===== config.mk =====
export PLATFORM = sky130hd
export DESIGN_NAME = multi_slot_software_timer_table_top
export DESIGN_NICKNAME = d
export VERILOG_FILES = /design/src/sv/msst_pkg.sv /design/src/sv/msst_ram.sv /design/src/sv/msst_dp.sv /design/src/sv/msst_ctrl.sv /design/src/sv/multi_slot_software_timer_table_top.sv
export SDC_FILE = /design/constraint.sdc
export NUM_CORES = 2
export LEC_CHECK = 0
export BUFFER_PORTS_ARGS = -buffer_cell sky130_fd_sc_hd__buf_2
export CAP_MARGIN = 20
export CORE_MARGIN = 5
export CORE_UTILIZATION = 60
export CTS_BUF_LIST = sky130_fd_sc_hd__clkbuf_8 sky130_fd_sc_hd__clkbuf_16
export CTS_CLUSTER_DIAMETER = 200
export DETAILED_ROUTE_END_ITERATION = 8
export GPL_ROUTABILITY_DRIVEN = 0
export PLACE_DENSITY = 0.79
export SLEW_MARGIN = 30
export SYNTH_ARGS = -nofsm -noshare
export SYNTH_HDL_FRONTEND = slang
export SYNTH_HIERARCHICAL = 1
export SYNTH_SLANG_ARGS = --single-unit

===== constraint.sdc =====
create_clock -name i_clk -period 9 [get_ports i_clk]
set_input_delay 0.45 -clock i_clk [delete_from_list [all_inputs] [get_ports i_clk]]
set_output_delay 0.45 -clock i_clk [all_outputs]
set_load 0.03 [all_outputs]

===== src/sv/msst_pkg.sv =====
package msst_pkg;

    localparam logic [1:0] OP_TICK  = 2'd0;
    localparam logic [1:0] OP_ADD   = 2'd1;
    localparam logic [1:0] OP_RESET = 2'd2;
    localparam logic [1:0] OP_CLEAR = 2'd3;

    localparam logic [1:0] KIND_FIRED  = 2'd0;
    localparam logic [1:0] KIND_TICK   = 2'd1;
    localparam logic [1:0] KIND_ADD    = 2'd2;
    localparam logic [1:0] KIND_LOOKUP = 2'd3;

    localparam logic [1:0] HSEL_ZERO = 2'd0;
    localparam logic [1:0] HSEL_SLOT = 2'd1;
    localparam logic [1:0] HSEL_NEW  = 2'd2;

    typedef struct packed {
        logic [1:0]  op;
        logic [31:0] amount;
        logic [31:0] period;
        logic        repeat_req;
        logic [31:0] handle_in;
    } t_in;

    typedef struct packed {
        logic [1:0]  kind;
        logic [31:0] handle_out;
        logic        ok;
        logic        last;
    } t_out;

    typedef struct packed {
        logic       capture;
        logic       cnt_inc;
        logic       tick_wr;
        logic       free;
        logic       add_wr;
        logic       lkp_wr;
        logic       emit;
        logic [1:0] kind;
        logic [1:0] hsel;
        logic       ok;
    } t_cmd;

    typedef struct packed {
        logic [1:0] op;
        logic       hzero;
        logic       done;
        logic       present;
        logic       live;
        logic       fire;
        logic       match;
        logic       out_free;
    } t_status;

endpackage


===== src/sv/msst_ram.sv =====
module msst_ram #(
    parameter int WIDTH = 32,
    parameter int DEPTH = 16,
    localparam int AW = (DEPTH > 1) ? $clog2(DEPTH) : 1
) (
    input  logic             i_clk,
    input  logic             i_we,
    input  logic [AW-1:0]    i_waddr,
    input  logic [WIDTH-1:0] i_wdata,
    input  logic [AW-1:0]    i_raddr,
    output logic [WIDTH-1:0] o_rdata
);

    logic [WIDTH-1:0] r_mem [DEPTH];

    always_ff @(posedge i_clk) begin
        if (i_we) begin
            r_mem[i_waddr] <= i_wdata;
        end
        o_rdata <= r_mem[i_raddr];
    end

endmodule


===== src/sv/msst_dp.sv =====
module msst_dp #(
    parameter int SLOTS = 16
) (
    input  logic             i_clk,
    input  logic             i_rst_n,
    input  msst_pkg::t_in    i_in,
    input  msst_pkg::t_cmd   i_cmd,
    output msst_pkg::t_status o_st,
    output logic             o_out_valid,
    input  logic             i_out_ready,
    output msst_pkg::t_out   o_out
);

    import msst_pkg::*;

    localparam int IW = (SLOTS > 1) ? $clog2(SLOTS) : 1;
    localparam int CW = $clog2(SLOTS + 1);

    t_in              r_in;
    logic [CW-1:0]    r_cnt;
    logic [SLOTS-1:0] r_present;
    logic [SLOTS-1:0] r_active;
    logic [31:0]      r_hcnt;
    logic             r_out_valid;
    t_out             r_out;

    logic [IW-1:0] w_idx;
    logic [31:0]   w_hinc;
    logic [31:0]   w_newh;
    logic [31:0]   w_rem_rd;
    logic [31:0]   w_per_rd;
    logic [31:0]   w_hdl_rd;
    logic          w_rep_rd;
    logic          w_fire;
    logic          w_rem_we;
    logic [31:0]   w_rem_wd;
    logic [31:0]   w_hsel_val;

    assign w_idx  = r_cnt[IW-1:0];
    assign w_hinc = r_hcnt + 32'd1;
    assign w_newh = (w_hinc == 32'd0) ? 32'd1 : w_hinc;
    assign w_fire = r_in.amount >= w_rem_rd;

    // remaining time takes the add period, a reload, or the decremented count
    always_comb begin
        w_rem_we = 1'b0;
        w_rem_wd = r_in.period;
        if (i_cmd.add_wr) begin
            w_rem_we = 1'b1;
        end else if (i_cmd.tick_wr) begin
            if (w_fire) begin
                w_rem_we = w_rep_rd;
                w_rem_wd = w_per_rd;
            end else begin
                w_rem_we = 1'b1;
                w_rem_wd = w_rem_rd - r_in.amount;
            end
        end else if (i_cmd.lkp_wr && r_in.op == OP_RESET) begin
            w_rem_we = 1'b1;
            w_rem_wd = w_per_rd;
        end
    end

    msst_ram #(.WIDTH(32), .DEPTH(SLOTS)) u_rem (
        .i_clk  (i_clk),
        .i_we   (w_rem_we),
        .i_waddr(w_idx),
        .i_wdata(w_rem_wd),
        .i_raddr(w_idx),
        .o_rdata(w_rem_rd)
    );

    msst_ram #(.WIDTH(32), .DEPTH(SLOTS)) u_per (
        .i_clk  (i_clk),
        .i_we   (i_cmd.add_wr),
        .i_waddr(w_idx),
        .i_wdata(r_in.period),
        .i_raddr(w_idx),
        .o_rdata(w_per_rd)
    );

    msst_ram #(.WIDTH(32), .DEPTH(SLOTS)) u_hdl (
        .i_clk  (i_clk),
        .i_we   (i_cmd.add_wr),
        .i_waddr(w_idx),
        .i_wdata(w_newh),
        .i_raddr(w_idx),
        .o_rdata(w_hdl_rd)
    );

    msst_ram #(.WIDTH(1), .DEPTH(SLOTS)) u_rep (
        .i_clk  (i_clk),
        .i_we   (i_cmd.add_wr),
        .i_waddr(w_idx),
        .i_wdata(r_in.repeat_req),
        .i_raddr(w_idx),
        .o_rdata(w_rep_rd)
    );

    always_comb begin
        unique case (i_cmd.hsel)
            HSEL_SLOT: w_hsel_val = w_hdl_rd;
            HSEL_NEW:  w_hsel_val = w_newh;
            default:   w_hsel_val = 32'd0;
        endcase
    end

    always_ff @(posedge i_clk) begin
        if (i_cmd.capture) begin
            r_in <= i_in;
        end
        if (i_cmd.emit) begin
            r_out.kind       <= i_cmd.kind;
            r_out.handle_out <= w_hsel_val;
            r_out.ok         <= i_cmd.ok;
            r_out.last       <= (i_cmd.kind != KIND_FIRED);
        end
    end

    always_ff @(posedge i_clk) begin
        if (!i_rst_n) begin
            r_cnt       <= '0;
            r_present   <= '0;
            r_active    <= '0;
            r_hcnt      <= '0;
            r_out_valid <= 1'b0;
        end else begin
            if (i_cmd.capture) begin
                r_cnt <= '0;
            end else if (i_cmd.cnt_inc) begin
                r_cnt <= r_cnt + CW'(1);
            end
            if (i_cmd.add_wr) begin
                r_present[w_idx] <= 1'b1;
                r_active[w_idx]  <= 1'b1;
                r_hcnt           <= w_newh;
            end
            if (i_cmd.tick_wr && w_fire && !w_rep_rd) begin
                r_active[w_idx] <= 1'b0;
            end
            if (i_cmd.lkp_wr && r_in.op == OP_CLEAR) begin
                r_active[w_idx] <= 1'b0;
            end
            if (i_cmd.free) begin
                r_present <= r_present & r_active;
            end
            if (i_cmd.emit) begin
                r_out_valid <= 1'b1;
            end else if (i_out_ready) begin
                r_out_valid <= 1'b0;
            end
        end
    end

    always_comb begin
        o_st.op       = r_in.op;
        o_st.hzero    = (r_in.handle_in == 32'd0);
        o_st.done     = (r_cnt == CW'(SLOTS));
        o_st.present  = r_present[w_idx];
        o_st.live     = r_present[w_idx] & r_active[w_idx];
        o_st.fire     = w_fire;
        o_st.match    = (w_hdl_rd == r_in.handle_in);
        o_st.out_free = !r_out_valid || i_out_ready;
    end

    assign o_out_valid = r_out_valid;
    assign o_out       = r_out;

    a_active_in_present: assert property (@(posedge i_clk) disable iff (!i_rst_n)
        (r_active & ~r_present) == '0)
        else $error("active timer without present flag");

    a_add_free_slot: assert property (@(posedge i_clk) disable iff (!i_rst_n)
        i_cmd.add_wr |-> !r_present[w_idx])
        else $error("add overwrote a present slot");

    a_handle_nonzero: assert property (@(posedge i_clk) disable iff (!i_rst_n)
        i_cmd.add_wr |=> r_hcnt != 32'd0)
        else $error("assigned handle is zero");

endmodule


===== src/sv/msst_ctrl.sv =====
module msst_ctrl (
    input  logic              i_clk,
    input  logic              i_rst_n,
    input  logic              i_in_valid,
    output logic              o_in_ready,
    input  msst_pkg::t_status i_st,
    output msst_pkg::t_cmd    o_cmd
);

    import msst_pkg::*;

    localparam logic [2:0] S_IDLE   = 3'd0;
    localparam logic [2:0] S_DISP   = 3'd1;
    localparam logic [2:0] S_T_CHK  = 3'd2;
    localparam logic [2:0] S_T_EVAL = 3'd3;
    localparam logic [2:0] S_T_END  = 3'd4;
    localparam logic [2:0] S_A_SCAN = 3'd5;
    localparam logic [2:0] S_L_CHK  = 3'd6;
    localparam logic [2:0] S_L_EVAL = 3'd7;

    logic [2:0] r_state;
    logic [2:0] n_state;

    assign o_in_ready = (r_state == S_IDLE);

    always_comb begin
        n_state = r_state;
        o_cmd   = '0;
        unique case (r_state)
            S_IDLE: begin
                if (i_in_valid) begin
                    o_cmd.capture = 1'b1;
                    n_state       = S_DISP;
                end
            end
            S_DISP: begin
                unique case (i_st.op)
                    OP_TICK: n_state = S_T_CHK;
                    OP_ADD:  n_state = S_A_SCAN;
                    default: n_state = S_L_CHK;
                endcase
            end
            S_T_CHK: begin
                if (i_st.done) begin
                    n_state = S_T_END;
                end else if (i_st.live) begin
                    n_state = S_T_EVAL;
                end else begin
                    o_cmd.cnt_inc = 1'b1;
                end
            end
            S_T_EVAL: begin
                // hold on a firing timer until the output register is free
                if (!i_st.fire || i_st.out_free) begin
                    o_cmd.tick_wr = 1'b1;
                    o_cmd.cnt_inc = 1'b1;
                    o_cmd.emit    = i_st.fire;
                    o_cmd.kind    = KIND_FIRED;
                    o_cmd.hsel    = HSEL_SLOT;
                    o_cmd.ok      = 1'b1;
                    n_state       = S_T_CHK;
                end
            end
            S_T_END: begin
                if (i_st.out_free) begin
                    o_cmd.free = 1'b1;
                    o_cmd.emit = 1'b1;
                    o_cmd.kind = KIND_TICK;
                    o_cmd.hsel = HSEL_ZERO;
                    o_cmd.ok   = 1'b1;
                    n_state    = S_IDLE;
                end
            end
            S_A_SCAN: begin
                if (i_st.done) begin
                    if (i_st.out_free) begin
                        o_cmd.emit = 1'b1;
                        o_cmd.kind = KIND_ADD;
                        o_cmd.hsel = HSEL_ZERO;
                        o_cmd.ok   = 1'b0;
                        n_state    = S_IDLE;
                    end
                end else if (!i_st.present) begin
                    if (i_st.out_free) begin
                        o_cmd.add_wr = 1'b1;
                        o_cmd.emit   = 1'b1;
                        o_cmd.kind   = KIND_ADD;
                        o_cmd.hsel   = HSEL_NEW;
                        o_cmd.ok     = 1'b1;
                        n_state      = S_IDLE;
                    end
                end else begin
                    o_cmd.cnt_inc = 1'b1;
                end
            end
            S_L_CHK: begin
                if (i_st.done || i_st.hzero) begin
                    if (i_st.out_free) begin
                        o_cmd.emit = 1'b1;
                        o_cmd.kind = KIND_LOOKUP;
                        o_cmd.hsel = HSEL_ZERO;
                        o_cmd.ok   = 1'b0;
                        n_state    = S_IDLE;
                    end
                end else if (i_st.present) begin
                    n_state = S_L_EVAL;
                end else begin
                    o_cmd.cnt_inc = 1'b1;
                end
            end
            S_L_EVAL: begin
                if (i_st.match) begin
                    if (i_st.out_free) begin
                        o_cmd.lkp_wr = 1'b1;
                        o_cmd.emit   = 1'b1;
                        o_cmd.kind   = KIND_LOOKUP;
                        o_cmd.hsel   = HSEL_ZERO;
                        o_cmd.ok     = 1'b1;
                        n_state      = S_IDLE;
                    end
                end else begin
                    o_cmd.cnt_inc = 1'b1;
                    n_state       = S_L_CHK;
                end
            end
            default: begin
                n_state = S_IDLE;
            end
        endcase
    end

    always_ff @(posedge i_clk) begin
        if (!i_rst_n) begin
            r_state <= S_IDLE;
        end else begin
            r_state <= n_state;
        end
    end

    a_emit_free: assert property (@(posedge i_clk) disable iff (!i_rst_n)
        o_cmd.emit |-> i_st.out_free)
        else $error("result issued into a full output register");

    a_last_to_idle: assert property (@(posedge i_clk) disable iff (!i_rst_n)
        (o_cmd.emit && o_cmd.kind != KIND_FIRED) |=> r_state == S_IDLE)
        else $error("closing result not followed by idle");

    a_idle_no_write: assert property (@(posedge i_clk) disable iff (!i_rst_n)
        (r_state == S_IDLE) |-> !(o_cmd.add_wr || o_cmd.tick_wr || o_cmd.lkp_wr))
        else $error("table written while idle");

endmodule


===== src/sv/multi_slot_software_timer_table_top.sv =====
// Sequence: an item is taken in idle and dispatched, then the slots are swept one per cycle;
// an active slot (tick) or a present slot (reset/clear) takes a check state and an evaluate
// state because of the registered table read. A new item is taken only back in idle; the sweep
// is paced by the single read port of the slot tables; a full output register stalls the sweep.
// Reset: synchronous, active low; clears present and active flags, handle counter and the
// output valid flag. No clearing pass is needed.
module multi_slot_software_timer_table_top #(
    parameter int SLOTS = 16
) (
    input  logic             i_clk,
    input  logic             i_rst_n,
    input  logic             i_in_valid,
    output logic             o_in_ready,
    input  msst_pkg::t_in    i_in,
    output logic             o_out_valid,
    input  logic             i_out_ready,
    output msst_pkg::t_out   o_out
);

    import msst_pkg::*;

    t_cmd    w_cmd;
    t_status w_st;

    msst_ctrl u_ctrl (
        .i_clk     (i_clk),
        .i_rst_n   (i_rst_n),
        .i_in_valid(i_in_valid),
        .o_in_ready(o_in_ready),
        .i_st      (w_st),
        .o_cmd     (w_cmd)
    );

    msst_dp #(.SLOTS(SLOTS)) u_dp (
        .i_clk      (i_clk),
        .i_rst_n    (i_rst_n),
        .i_in       (i_in),
        .i_cmd      (w_cmd),
        .o_st       (w_st),
        .o_out_valid(o_out_valid),
        .i_out_ready(i_out_ready),
        .o_out      (o_out)
    );

endmodule

==> flow_summary.yaml <==
clocking:
  clockBufferDepth: 3
  root_buffer: "clkbuf_16"
  cts_resized: 0
  clkLatencyLatePin_ns: 0.81
  htree_levels: 4
  clk_pin_slew_ns: 0.06
  cts_tree: "built"
  cts.sinks: 1857
  cts_setup_buffers: 0
  cts_buffers: 175
detailed_routing:
  avgRoutedWirePerCell_um: 30.35
  ant_nets: 0
  via_count: 40239
  dr_wl_met2_um: 89270
  drtPass1Iterations: 6
  drc: 0
  drt_iter0_markers: 5980
  wl_met3_um: 18750
  wl_met1_um: 66430
  viasPerCell: 6.748
  dr.max_layer_used: "met5"
  wl_um: 181000
timing:
  setup_viol: 0
  finalSetupTns_ns: 0
  worst-slew-pin-transition_ns: 0.9611
  slew_viol_final: 0
  relSlewSlack_pct: 35.93
  hold_viol_final: 0
  min_period_ns: 5.227
  finClkSkew_ns: 0.04375
  max_freq_ghz: 0.1913
  fin_crit_sh_pct: 58.08
  rsz0062_at_grt: "no"
synthesis:
  ys_types: 79
  synth_seq_cells: 1857
  syn-num-nets: 4008
  avgSynthCellArea_um2: 18.81
  synth_top_cell_area_share_pct: 69.69
  synth_edf_count: 1687
  async_flop_share_pct: 0
  synth_area_leaders: "edfxtp_1 70%, mux4_2 12%, dfxtp_1 4.7%"
  netlist_area_um2: 72690
  postSynthCellCount: 3864
  yosys.area.top_type: "edfxtp_1"
  yosysWarnings: 6
  synth_flop_cell: "edfxtp_1"
  ys_seq_area_share_pct: 74.37
finish:
  fin_cells: 5963
  nets: 4345
  final_cell_mix: "1687 x edfxtp_1, 394 x mux4_2, 237 x a22oi_1"
  syn2layout_area_growth_pct: 13.96
  num-fill-cells: 7074
  final_cell_area_um2: 82840
  final_common_cell: "edfxtp_1"
  layout-drive-gt1-share_pct: 23.41
global_route:
  track_usage_pct: 28.58
  grt_pass1_wl_um: 267300
  grt_pass1_vias: 40532
  antenna_found_initial: 10
  grt_max_degree: 134
  grt_overflow: 0
place:
  place_area_um2: 76190
  port_buffers: 140
  dp.cells: 5537
  hpwl_um: 101400
floorplanning:
  ios: 141
  die_width_um: 358.1
  die_area_um2: 128200
  start_util_pct: 60.51
  die-height_um: 358.1
  rows: 127
  design.core.area_um2: 120100
setup_path:
  crit_type: "flop to flop"
  arrival_ns: 5.65
  critPathMaxFanout: 19
  worstPathRequired_ns: 9.43
  critPathLaunchType: "flop"
  crit_path_end_kind: "flop"
pwr:
  power.density_nw_per_um2: 257.3
  power.leakage_nw: 26.54
  ir_worst_vdd_uv: 262.1
  power_w: 0.02132
worst_hold_path:
  hold_class: "primary input to flop"
outcome:
  status: "finished clean"
job:
  maxCapViolCount: 0
[worst max-delay path, stage by stage, from the launching register on]
cell and delay, ns:
edfxtp_1 0.33, inv_1 0.04, ha_1 0.45, nand4_1 0.22, nor2_1 0.44, a2bb2oi_1 0.13, a21oi_1 0.30, o21ai_1 0.16
buf_4 0.23, nand2b_1 0.12, and3_1 0.43, nor2_1 0.13, a21oi_1 0.18, or2_2 0.19, nand3_1 0.31, nor2_4 0.67
buf_4 0.50
[path summary, 6_finish.rpt]
check	startpoint	to	slack, ns	depth (start not counted)
worst max register to register	u_dp/r_in[90]	u_dp/u_rem/r_mem[15][13]	3.77	16
worst min register to register	u_dp/r_present[13]	u_dp/r_present[13]	0.48	2
worst min-delay path	i_rst_n	u_dp/o_out_valid	0.31	3
worst max-delay path	u_dp/r_in[90]	u_dp/u_rem/r_mem[15][13]	3.77	16
[final cells by class]
| type | instances | area [µm²] | area share (%) |
|---|---|---|---|
| Sequential cell | 1857 | 54070 | 65.28 |
| Multi-Input combinational cell | 1725 | 17860 | 21.56 |
| Clock buffer | 193 | 4649 | 5.613 |
| Timing Repair Buffer | 380 | 3047 | 3.678 |
| Tap cell | 1612 | 2017 | 2.435 |
| Clock inverter | 131 | 954.7 | 1.152 |
| Inverter | 62 | 232.7 | 0.2809 |
| Antenna cell | 3 | 7.507 | 0.009063 |
[stage by stage]
stage / utilization (%) / worst slack (ns) / hold slack, ns
finish: 68.95 / 3.773 / 0.3106
global route: 68.95 / 3.459 / 0.3100
CTS: 68.92 / 3.654 / 0.2477
detailed placement: 63.43 / 3.744 / 0.4760
global placement: 63.07 / 3.834 / 0.4668
floorplan: - / 1.516 / 0.4540
[synth_stat cells, drive strengths merged (7+ instances only)]
library cell and n:
inv 62, edfxtp 1687, nand3b 12, a21boi 24
nor2b 24, ha 40, a221o 10, nand4 26
xor2 71, o22ai 8, nand2b 22, and2 32
nand3 38, nor4 26, or2 7, mux4 398
dfxtp 170, a31oi 23, clkbuf 113, nand2 193
buf 107, and3 15, nor3 45, xnor2 50
nor2 171, a22oi 237, o21ai 80, a21oi 54
or3b 7, a21o 20, or3 8
[registers in the layout, summed over array words and instances, names as in the netlist]
signal              flops
u_dp/u_hdl/r_mem      512
u_dp/u_per/r_mem      512
u_dp/u_rem/r_mem      512
u_dp/r_in              97
u_dp/o_out             36
u_dp/r_hcnt            32
u_dp/u_hdl/o_rdata     32
u_dp/u_per/o_rdata     32
u_dp/u_rem/o_rdata     32
u_dp/r_active          16
u_dp/r_present         16
u_dp/u_rep/r_mem       16
u_dp/r_cnt              5
u_ctrl/r_state          3
u_dp/o_st               2
u_dp/o_out_valid        1
u_dp/u_rep/o_rdata      1
[routing by layer]
metal  track usage [%]  vias up
li1                  -    16301
met1             40.18    20657
met5                 0        -
met4             10.34        4
met2             46.30     2818
met3             4.766      459
[kinds of logic after synthesis]
family	count (synthesis)	synth area share [%]
flops	1857	74.37
simple gates	646	4.334
compound gates	512	4.923
mux	405	12.45
buf+inv	282	1.747
xor+xnor	121	1.458
fa+ha+maj	41	0.7160
[power by group]
group	leakage (nW)	internal, W	total [W]	switching, W
Combinational	7.02	0.00150	0.00360	0.00210
Clock	2.97	0.00396	0.00716	0.00321
Sequential	16.5	0.0101	0.0106	0.000436
Total	26.5	0.0156	0.0213	0.00574
[timing repair]
| action | CTS | global route |
|---|---|---|
| hold buffers | 99 | 0 |
| endpoints found under the hold margin | 99 | 0 |
| endpoints found under the setup margin | 0 | 0 |
(Power assumes the default switching activity.)
